<file path="src/wsa_pkg.sv">
// wsa_pkg: shared types and constants of the wilder smoothing average block
// used by wsa_arith and wilder_smoothing_average; no dependencies
`timescale 1ns / 1ps
`default_nettype none

package wsa_pkg;

  localparam int PERIOD_W  = 16;
  localparam int SEEN_W    = 17;
  localparam int INDEX_W   = 32;
  localparam int CFG_IDX_W = 1;

  localparam logic [CFG_IDX_W-1:0] REG_PERIOD   = 1'b0;
  localparam logic [CFG_IDX_W-1:0] REG_UNSTABLE = 1'b1;

  localparam logic [PERIOD_W-1:0] PERIOD_RESET   = 16'd14;
  localparam logic [PERIOD_W-1:0] UNSTABLE_RESET = 16'd0;

  // operations of the shared add/subtract unit
  typedef logic [2:0] wsa_op_t;
  localparam wsa_op_t OP_NONE = 3'd0;
  localparam wsa_op_t OP_SEED = 3'd1;  // seed sum plus sample
  localparam wsa_op_t OP_MAC  = 3'd2;  // one shift-add multiply step
  localparam wsa_op_t OP_ADDX = 3'd3;  // product plus sample
  localparam wsa_op_t OP_MAG  = 3'd4;  // magnitude plus half period
  localparam wsa_op_t OP_DIV  = 3'd5;  // restoring divide trial subtract
  localparam wsa_op_t OP_NEG  = 3'd6;  // apply sign to quotient

  typedef struct packed {
    wsa_op_t op;
    logic    neg;   // operand is negative: subtract instead of add
    logic    mbit;  // current multiplier bit
  } wsa_ctl_t;

endpackage

`default_nettype wire

</file>
<file path="src/wsa_arith.sv">
// wsa_arith: shared add/subtract unit with per-operation operand selection
// depends on wsa_pkg
`timescale 1ns / 1ps
`default_nettype none

module wsa_arith
  import wsa_pkg::*;
#(
  parameter int SAMPLE_WIDTH = 32
) (
  input  wire wsa_ctl_t                     ctl,
  input  wire logic [SAMPLE_WIDTH+15:0]     acc,
  input  wire logic [SAMPLE_WIDTH+15:0]     mcand,
  input  wire logic [SAMPLE_WIDTH+15:0]     seed_sum,
  input  wire logic [SAMPLE_WIDTH-1:0]      x,
  input  wire logic [SAMPLE_WIDTH-1:0]      quo,
  input  wire logic [PERIOD_W-1:0]          rem,
  input  wire logic                         dbit,
  input  wire logic [PERIOD_W-1:0]          period,
  output logic      [SAMPLE_WIDTH+16:0]     y
);

  localparam int SW    = SAMPLE_WIDTH;
  localparam int SUM_W = SW + 16;
  localparam int ALU_W = SUM_W + 1;

  logic [ALU_W-1:0] a;
  logic [ALU_W-1:0] b;
  logic [ALU_W-1:0] b_inv;
  logic             sub;

  always_comb begin
    a   = '0;
    b   = '0;
    sub = 1'b0;
    case (ctl.op)
      OP_SEED: begin
        a = {seed_sum[SUM_W-1], seed_sum};
        b = {{(ALU_W-SW){x[SW-1]}}, x};
      end
      OP_MAC: begin
        a = {acc[SUM_W-1], acc};
        b = ctl.mbit ? {mcand[SUM_W-1], mcand} : '0;
      end
      OP_ADDX: begin
        a = {acc[SUM_W-1], acc};
        b = {{(ALU_W-SW){x[SW-1]}}, x};
      end
      OP_MAG: begin
        // |acc| + period/2 as half - acc or half + acc
        a   = {{(ALU_W-PERIOD_W+1){1'b0}}, period[PERIOD_W-1:1]};
        b   = {acc[SUM_W-1], acc};
        sub = ctl.neg;
      end
      OP_DIV: begin
        a   = {{(ALU_W-PERIOD_W-1){1'b0}}, rem, dbit};
        b   = {{(ALU_W-PERIOD_W){1'b0}}, period};
        sub = 1'b1;
      end
      OP_NEG: begin
        a   = '0;
        b   = {{(ALU_W-SW){1'b0}}, quo};
        sub = ctl.neg;
      end
      default: begin
        a   = '0;
        b   = '0;
        sub = 1'b0;
      end
    endcase
  end

  assign b_inv = sub ? ~b : b;
  assign y     = a + b_inv + {{(ALU_W-1){1'b0}}, sub};

endmodule

`default_nettype wire

</file>
<file path="src/wilder_smoothing_average.sv">
// wilder_smoothing_average: Wilder smoothed moving average over a sample stream
// sequencer, series state and output register; uses wsa_pkg and wsa_arith
//
// usage: one signed sample per request on the in_ channel, with in_restart
// marking the first sample of a new series. cfg_we/cfg_index/cfg_wdata write
// period (index 0) and unstable_bars (index 1); the user writes them only
// while the block is idle, which the block does not enforce. the first
// period-1+unstable_bars samples of a series give no result; each later one
// gives one request on the out_ channel with its smoothed value and index.
// timing: in_stall is high while a sample is in work. a sample still in the
// seed phase only adds to the seed sum; one that completes the seed passes
// the magnitude step, the divide and the sign step; a later one first takes
// 16 shift-add multiply steps by period-1 and adds the sample, all on the
// shared add/subtract unit, then the same steps with one restoring divide
// step per result bit; a sample that gives a result ends in the emit state.
// results sit in an output register; the next sample is taken while it waits.
// if the receiver stalls, a following result waits in the sequencer.
// reset: period is 14, unstable_bars 0, the series state is clear and no
// result is pending.
`timescale 1ns / 1ps
`default_nettype none

module wilder_smoothing_average
  import wsa_pkg::*;
#(
  parameter int SAMPLE_WIDTH = 32
) (
  input  wire logic                       clk,
  input  wire logic                       rst_n,
  input  wire logic                       in_valid,
  output logic                            in_stall,
  input  wire logic signed [SAMPLE_WIDTH-1:0] in_sample,
  input  wire logic                       in_restart,
  output logic                            out_valid,
  input  wire logic                       out_stall,
  output logic signed [SAMPLE_WIDTH-1:0]  out_smoothed,
  output logic [INDEX_W-1:0]              out_out_index,
  input  wire logic                       cfg_we,
  input  wire logic [CFG_IDX_W-1:0]       cfg_index,
  input  wire logic [PERIOD_W-1:0]        cfg_wdata
);

  localparam int SW    = SAMPLE_WIDTH;
  localparam int SUM_W = SW + 16;
  localparam int ALU_W = SUM_W + 1;
  localparam int CNT_W = $clog2(SW + 1);

  localparam logic [CNT_W-1:0] MUL_STEPS = CNT_W'(PERIOD_W);
  localparam logic [CNT_W-1:0] DIV_STEPS = CNT_W'(SW);

  localparam logic [3:0] S_IDLE  = 4'd0;
  localparam logic [3:0] S_START = 4'd1;
  localparam logic [3:0] S_MUL   = 4'd2;
  localparam logic [3:0] S_ADDX  = 4'd3;
  localparam logic [3:0] S_MAG   = 4'd4;
  localparam logic [3:0] S_DIV   = 4'd5;
  localparam logic [3:0] S_NEG   = 4'd6;
  localparam logic [3:0] S_EMIT  = 4'd7;

  logic [3:0]          state_r, state_nxt;
  logic [PERIOD_W-1:0] period_r, period_nxt;
  logic [PERIOD_W-1:0] unstable_r, unstable_nxt;
  logic [SEEN_W-1:0]   seen_r, seen_nxt;
  logic [INDEX_W-1:0]  results_r, results_nxt;
  logic [SW-1:0]       avg_r, avg_nxt;
  logic [SUM_W-1:0]    sum_r, sum_nxt;
  logic                out_valid_r, out_valid_nxt;
  logic [SW-1:0]       out_sm_r, out_sm_nxt;
  logic [INDEX_W-1:0]  out_idx_r, out_idx_nxt;
  logic [SW-1:0]       x_r, x_nxt;
  logic [SUM_W-1:0]    acc_r, acc_nxt;
  logic [SUM_W-1:0]    mcand_r, mcand_nxt;
  logic [PERIOD_W-1:0] mplier_r, mplier_nxt;
  logic [PERIOD_W-1:0] rem_r, rem_nxt;
  logic [SW-1:0]       quo_r, quo_nxt;
  logic [CNT_W-1:0]    cnt_r, cnt_nxt;
  logic                neg_r, neg_nxt;
  logic                emit_r, emit_nxt;

  logic [PERIOD_W-1:0] p_eff;
  logic [SEEN_W-1:0]   p17;
  logic [SEEN_W-1:0]   goal;
  wsa_ctl_t            ctl;
  logic [ALU_W-1:0]    y;

  // a period of zero behaves as one
  assign p_eff = (period_r == '0) ? {{(PERIOD_W-1){1'b0}}, 1'b1} : period_r;
  assign p17   = {1'b0, p_eff};
  assign goal  = p17 + {1'b0, unstable_r};

  wsa_arith #(
    .SAMPLE_WIDTH(SAMPLE_WIDTH)
  ) u_arith (
    .ctl      (ctl),
    .acc      (acc_r),
    .mcand    (mcand_r),
    .seed_sum (sum_r),
    .x        (x_r),
    .quo      (quo_r),
    .rem      (rem_r),
    .dbit     (acc_r[SW-1]),
    .period   (p_eff),
    .y        (y)
  );

  assign in_stall      = (state_r != S_IDLE) || !rst_n;
  assign out_valid     = out_valid_r;
  assign out_smoothed  = out_sm_r;
  assign out_out_index = out_idx_r;

  always_comb begin
    state_nxt     = state_r;
    period_nxt    = period_r;
    unstable_nxt  = unstable_r;
    seen_nxt      = seen_r;
    results_nxt   = results_r;
    avg_nxt       = avg_r;
    sum_nxt       = sum_r;
    out_valid_nxt = out_valid_r;
    out_sm_nxt    = out_sm_r;
    out_idx_nxt   = out_idx_r;
    x_nxt         = x_r;
    acc_nxt       = acc_r;
    mcand_nxt     = mcand_r;
    mplier_nxt    = mplier_r;
    rem_nxt       = rem_r;
    quo_nxt       = quo_r;
    cnt_nxt       = cnt_r;
    neg_nxt       = neg_r;
    emit_nxt      = emit_r;
    ctl           = '{op: OP_NONE, neg: 1'b0, mbit: 1'b0};

    if (cfg_we) begin
      case (cfg_index)
        REG_PERIOD:   period_nxt   = cfg_wdata;
        REG_UNSTABLE: unstable_nxt = cfg_wdata;
        default: ;
      endcase
    end

    if (out_valid_r && !out_stall) begin
      out_valid_nxt = 1'b0;
    end

    case (state_r)
      S_IDLE: begin
        if (in_valid) begin
          x_nxt = in_sample;
          if (in_restart) begin
            seen_nxt    = '0;
            results_nxt = '0;
            avg_nxt     = '0;
            sum_nxt     = '0;
          end
          state_nxt = S_START;
        end
      end
      S_START: begin
        if (seen_r < p17) begin
          ctl.op   = OP_SEED;
          sum_nxt  = y[SUM_W-1:0];
          seen_nxt = seen_r + 1'b1;
          acc_nxt  = y[SUM_W-1:0];
          // seed complete: divide the sum, otherwise no result
          state_nxt = (seen_nxt == p17) ? S_MAG : S_IDLE;
        end else begin
          acc_nxt    = '0;
          mcand_nxt  = {{(SUM_W-SW){avg_r[SW-1]}}, avg_r};
          mplier_nxt = p_eff - 1'b1;
          cnt_nxt    = MUL_STEPS;
          state_nxt  = S_MUL;
          if (seen_r < goal) begin
            seen_nxt = seen_r + 1'b1;
          end
        end
        emit_nxt = !((seen_nxt < p17) || (seen_nxt < goal));
      end
      S_MUL: begin
        ctl.op     = OP_MAC;
        ctl.mbit   = mplier_r[0];
        acc_nxt    = y[SUM_W-1:0];
        mcand_nxt  = {mcand_r[SUM_W-2:0], 1'b0};
        mplier_nxt = {1'b0, mplier_r[PERIOD_W-1:1]};
        cnt_nxt    = cnt_r - 1'b1;
        if (cnt_r == {{(CNT_W-1){1'b0}}, 1'b1}) begin
          state_nxt = S_ADDX;
        end
      end
      S_ADDX: begin
        ctl.op    = OP_ADDX;
        acc_nxt   = y[SUM_W-1:0];
        state_nxt = S_MAG;
      end
      S_MAG: begin
        ctl.op    = OP_MAG;
        ctl.neg   = acc_r[SUM_W-1];
        neg_nxt   = acc_r[SUM_W-1];
        acc_nxt   = y[SUM_W-1:0];
        // top bits start the remainder; the quotient fits in SW bits
        rem_nxt   = y[SUM_W-1:SW];
        quo_nxt   = '0;
        cnt_nxt   = DIV_STEPS;
        state_nxt = S_DIV;
      end
      S_DIV: begin
        ctl.op = OP_DIV;
        if (!y[ALU_W-1]) begin
          rem_nxt = y[PERIOD_W-1:0];
          quo_nxt = {quo_r[SW-2:0], 1'b1};
        end else begin
          rem_nxt = {rem_r[PERIOD_W-2:0], acc_r[SW-1]};
          quo_nxt = {quo_r[SW-2:0], 1'b0};
        end
        acc_nxt = {acc_r[SUM_W-2:0], 1'b0};
        cnt_nxt = cnt_r - 1'b1;
        if (cnt_r == {{(CNT_W-1){1'b0}}, 1'b1}) begin
          state_nxt = S_NEG;
        end
      end
      S_NEG: begin
        ctl.op    = OP_NEG;
        ctl.neg   = neg_r;
        avg_nxt   = y[SW-1:0];
        state_nxt = emit_r ? S_EMIT : S_IDLE;
      end
      S_EMIT: begin
        if (!out_valid_r || !out_stall) begin
          out_valid_nxt = 1'b1;
          out_sm_nxt    = avg_r;
          out_idx_nxt   = results_r;
          if (results_r != '1) begin
            results_nxt = results_r + 1'b1;
          end
          state_nxt = S_IDLE;
        end
      end
      default: begin
        state_nxt = S_IDLE;
      end
    endcase
  end

  always_ff @(posedge clk) begin
    if (!rst_n) begin
      state_r     <= S_IDLE;
      period_r    <= PERIOD_RESET;
      unstable_r  <= UNSTABLE_RESET;
      seen_r      <= '0;
      results_r   <= '0;
      avg_r       <= '0;
      sum_r       <= '0;
      out_valid_r <= 1'b0;
    end else begin
      state_r     <= state_nxt;
      period_r    <= period_nxt;
      unstable_r  <= unstable_nxt;
      seen_r      <= seen_nxt;
      results_r   <= results_nxt;
      avg_r       <= avg_nxt;
      sum_r       <= sum_nxt;
      out_valid_r <= out_valid_nxt;
    end
  end

  always_ff @(posedge clk) begin
    out_sm_r  <= out_sm_nxt;
    out_idx_r <= out_idx_nxt;
    x_r       <= x_nxt;
    acc_r     <= acc_nxt;
    mcand_r   <= mcand_nxt;
    mplier_r  <= mplier_nxt;
    rem_r     <= rem_nxt;
    quo_r     <= quo_nxt;
    cnt_r     <= cnt_nxt;
    neg_r     <= neg_nxt;
    emit_r    <= emit_nxt;
  end

  // remainder stays below the divisor through the whole division
  a_rem_bound: assert property (@(posedge clk) disable iff (!rst_n)
    (state_r == S_DIV) |-> ({1'b0, rem_r} < p17))
    else $error("divide remainder not below period");

  // an accepted request always starts the sequencer
  a_accept_start: assert property (@(posedge clk) disable iff (!rst_n)
    (in_valid && !in_stall) |=> (state_r == S_START))
    else $error("accepted request did not start work");

  // after the sign step the block either emits or goes idle
  a_neg_next: assert property (@(posedge clk) disable iff (!rst_n)
    (state_r == S_NEG) |=> ((state_r == S_EMIT) || (state_r == S_IDLE)))
    else $error("bad state after sign step");

  // the output register is loaded only from the emit state
  a_out_load: assert property (@(posedge clk) disable iff (!rst_n)
    (!out_valid_r && (state_r != S_EMIT)) |=> !out_valid_r)
    else $error("result shown without emit");

endmodule

`default_nettype wire

</file>
<file path="config.mk">
export PLATFORM = sky130hd
export DESIGN_NAME = wilder_smoothing_average
export DESIGN_NICKNAME = d
export VERILOG_FILES = /design/src/wsa_pkg.sv /design/src/wsa_arith.sv /design/src/wilder_smoothing_average.sv
export SDC_FILE = /design/constraint.sdc
export NUM_CORES = 1
export LEC_CHECK = 0
export ABC_CLOCK_PERIOD_IN_PS = 9880
export BUFFER_PORTS_ARGS = -buffer_cell sky130_fd_sc_hd__clkbuf_2
export CAP_MARGIN = 0
export CORE_UTILIZATION = 62
export CTS_CLUSTER_SIZE = 28
export DETAILED_ROUTE_END_ITERATION = 6
export HOLD_SLACK_MARGIN = 0.1
export PLACE_DENSITY_LB_ADDON = 0.08
export REMOVE_ABC_BUFFERS = 1
export SLEW_MARGIN = 20
export SYNTH_ARGS = -nofsm -noshare
export SYNTH_HDL_FRONTEND = slang
export SYNTH_HIERARCHICAL = 1
export SYNTH_SLANG_ARGS = --single-unit
</file>
<file path="constraint.sdc">
create_clock -name clk -period 9.88 [get_ports clk]
set_clock_uncertainty 0.1 [all_clocks]
set_input_delay 1.976 -clock clk [delete_from_list [all_inputs] [get_ports clk]]
set_output_delay 1.976 -clock clk [all_outputs]
set_load 0.005 [all_outputs]
</file>
==> impl_metrics.env <==
export IMPL_multiInputGateArea_sq_mm=0.0125
export IMPL_power_density_mw_per_mm2=179
export IMPL_crit_slowest_cell="a21oi_1"
export IMPL_antenna_found_initial=1
export IMPL_synth_top_area_cell="edfxtp_1"
export IMPL_firstDrtPassIters=5
export IMPL_endpoint_kind="flip-flop"
export IMPL_cts_buffers=45
export IMPL_dp_cells=3013
export IMPL_drc=0
export IMPL_regArea_sq_mm=0.0112
export IMPL_min_path_type="flip-flop to flip-flop"
export IMPL_wl_per_cell_um=23.1
export IMPL_synth_area_leaders="edfxtp_1, dfxtp_1, ha_1"
export IMPL_worst_slew_pin_slew_ps=1060
export IMPL_worst_setup_path_type="flip-flop to flip-flop"
export IMPL_die_h_um=201
export IMPL_synth_top_area_share_pct=32.4
export IMPL_synthCells=2512
export IMPL_outcome="complete, no violations"
export IMPL_layout_min_cycle_time_ps=8430
export IMPL_drv_cap=0
export IMPL_drtIter0Drc=1961
export IMPL_synth_async_reset_ratio_pct=0
export IMPL_diodes=0
export IMPL_core_area_sq_mm=0.0387
export IMPL_drt_vias_per_instance=6.56
export IMPL_dp_hpwl_um=48200
export IMPL_final_core_util_pct=69.5
export IMPL_routed_wl_um=71600
export IMPL_p_leak_nw=10.6
export IMPL_r2r_cells=30
export IMPL_gr_total_overflow=0
export IMPL_ys_seq_area_share_pct=45.9
export IMPL_regToRegEndpoint="rem_r[14]"
export IMPL_finalSetupViolCount=0
export IMPL_n_fill_cell=3003
export IMPL_final_cells=3096
export IMPL_area_growth_pct=10.1
export IMPL_r2r_slack_ps=1450
export IMPL_fmax_mhz=119
export IMPL_drive_above_1_share_pct=10.5
export IMPL_ys_types=83
export IMPL_num_vias=20300
export IMPL_hold_start="avg_r[9]"
export IMPL_worstHoldPathCells=0
export IMPL_cts_root_buf="clkbuf_16"
export IMPL_hold_viol=0
export IMPL_finalWeightedCongestion=0.939
export IMPL_startpoint_type="flip-flop"
export IMPL_slew_headroom_pct=29.0
export IMPL_hold_end="out_smoothed[9]"
export IMPL_cp_max_fo=19
export IMPL_drtAntennaViolNets=0
export IMPL_crit_required_ps=10210
export IMPL_cts_sinks=429
export IMPL_nets=2726
export IMPL_slew_viol_final=0
export IMPL_io_pins=121
export IMPL_grt_setup_unrepaired="no"
export IMPL_rows=72
export IMPL_numPortBuffers=120
export IMPL_first_global_vias=19800
export IMPL_synth_seq_cells=429
export IMPL_cts_setup_buffers=0
export IMPL_synth_area_sq_mm=0.0245
export IMPL_grt_max_degree=79
export IMPL_ys_warn_count=6
export IMPL_synth_edf_count=264
export IMPL_setup_slack_ps=1450
export IMPL_slowest_delay_ps=820
export IMPL_pre_cts_slack_ps=1650
export IMPL_cp_arrival_ps=8750
export IMPL_die_w_um=201
export IMPL_start_util_pct=63.1
export IMPL_die_area_sq_mm=0.0403
export IMPL_path_clk_slew_ps=60
export IMPL_hold_buffers=0
export IMPL_fin_crit_sh_pct=85.3
export IMPL_synth_ff_type="edfxtp_1"
export IMPL_cts_htree_levels=2
export IMPL_post_cts_resized=0
export IMPL_max_vdd_ir_drop_v=0.000171
export IMPL_syn_area_per_cell_sq_um=9.74
export IMPL_insertion_delay_ps=590
export IMPL_reg2reg_from="period_r[5]"
export IMPL_cts_tree="built"
export IMPL_clock_path_buffers=3
export IMPL_track_usage_pct=35.3
export IMPL_grt_pass1_wl_um=112000
==> layout make-up <==
cell class | count | area share, %
Clock inverter | 23 | 1.11
Timing Repair Buffer | 153 | 3.16
Tap cell | 518 | 2.41
Clock buffer | 60 | 4.51
Multi-Input combinational cell | 1864 | 46.4
Sequential cell | 429 | 41.7
Inverter | 49 | 0.683
==> layer usage <==
metal	up-vias	global-route usage [%]	routed length [um]
li1	9283	-	-
met1	9831	46.8	29600
met2	1028	58.2	33800
met3	175	5.00	5560
met4	0	14.8	2730
met5	-	0	0
==> report_power, final <==
| part | total [W] | leakage, nW | internal, W | switching (W) |
|---|---|---|---|---|
| Combinational | 0.000912 | 5.94 | 0.000307 | 0.000605 |
| Sequential | 0.00214 | 3.94 | 0.00204 | 0.0000995 |
| Clock | 0.00176 | 0.731 | 0.00103 | 0.000732 |
| Total | 0.00481 | 10.6 | 0.00338 | 0.00144 |
==> cell families (layout without fill, tap and decap cells) <==
group                    Yosys count  after routing  synth area share (%)
XOR/XNOR                         183            183                  6.58
AO/OA/AOI/OAI                    678            678                  20.0
multiplexers                      23             23                 0.951
adder cells (fa/ha/maj)          130            130                  6.71
buffers and inverters            219            285                  3.41
AND/OR/NAND/NOR                  850            850                  16.4
flip-flops                       429            429                  45.9
==> synthesized netlist by cell type, types with 13 or more instances <==
cell	n
a222oi_1	15
nand2_1	353
and2_1	52
a21oi_1	108
xnor2_1	112
o21ai_0	74
nand4_1	36
buf_1	16
nand3_1	106
nand2b_1	16
a22o_1	82
xor2_1	70
o211ai_1	14
clkbuf_1	149
a21boi_0	86
a22oi_1	119
nor2b_1	57
o21a_1	16
and3_1	13
a21o_1	56
nor2_1	132
inv_1	49
ha_1	127
mux2i_1	21
a31oi_1	14
nor3_1	30
edfxtp_1	264
dfxtp_1	165
a221oi_1	18
==> flip-flops by register name (all words and copies together), names as in the netlist <==
signal and flops:
mplier_r 16, quo_r 32, emit_r 1, x_r 32, out_smoothed 32, avg_r 32, state_r 3, neg_r 1
period_r 16, results_r 32, out_valid 1, rem_r 16, seen_r 17, cnt_r 6, unstable_r 16, sum_r 48
acc_r 48, mcand_r 48, out_out_index 32
==> worst max-delay path, delay by kind of cell (launching register included) <==
kind | cells | cell delay [ps]
xor gates and xnor gates | 1 | 70
DFF | 1 | 430
adders and majority gates | 2 | 580
AOI/OAI and AO/OA | 9 | 2770
and+or+nand+nor | 15 | 3540
buffers and inverters | 3 | 740
==> worst max path at each step <==
| stage | slack [ps] | start | to | cells past startpoint |
|---|---|---|---|---|
| floorplan | -1340 | period_r[5] | rem_r[0] | 27 |
| detailed placement | 1650 | period_r[7] | sum_r[46] | 30 |
| finish | 1450 | period_r[5] | rem_r[14] | 30 |
| CTS | 1590 | period_r[5] | sum_r[46] | 30 |
| global route | 780 | period_r[5] | sum_r[46] | 30 |
| global placement | 1890 | period_r[8] | emit_r | 37 |
==> cells in the final DEF, fill, tap and decap left out, drive strengths merged, types with 15 or more instances in the layout <==
master | Yosys | routed
clkbuf | 149 | 179
inv | 49 | 50
nand4 | 36 | 36
o21ai | 76 | 76
nand2b | 16 | 16
a21oi | 108 | 108
a21boi | 89 | 89
a22oi | 119 | 119
and3 | 15 | 15
nor3 | 31 | 31
and2 | 53 | 53
nand3 | 106 | 106
nor2b | 57 | 57
nand2 | 353 | 353
xnor2 | 113 | 113
o211ai | 15 | 15
edfxtp | 264 | 264
nor2 | 133 | 133
xor2 | 70 | 70
o21a | 16 | 16
a21o | 56 | 56
buf | 21 | 34
a222oi | 15 | 15
a22o | 82 | 82
dfxtp | 165 | 165
ha | 127 | 127
mux2i | 21 | 21
a221oi | 18 | 18
==> through the flow <==
step	hold slack, ps	area [sq um]	TNS [ps]	total power (W)
CTS	352	26900	0	0.00480
global placement	333	25400	0	0.00304
floorplan	323	23800	-22470	0.00274
finish	351	26900	0	0.00481
detailed placement	345	25400	0	0.00306
global route	367	26900	0	0.00497
No activity file was read; power rests on OpenSTA's default activity.
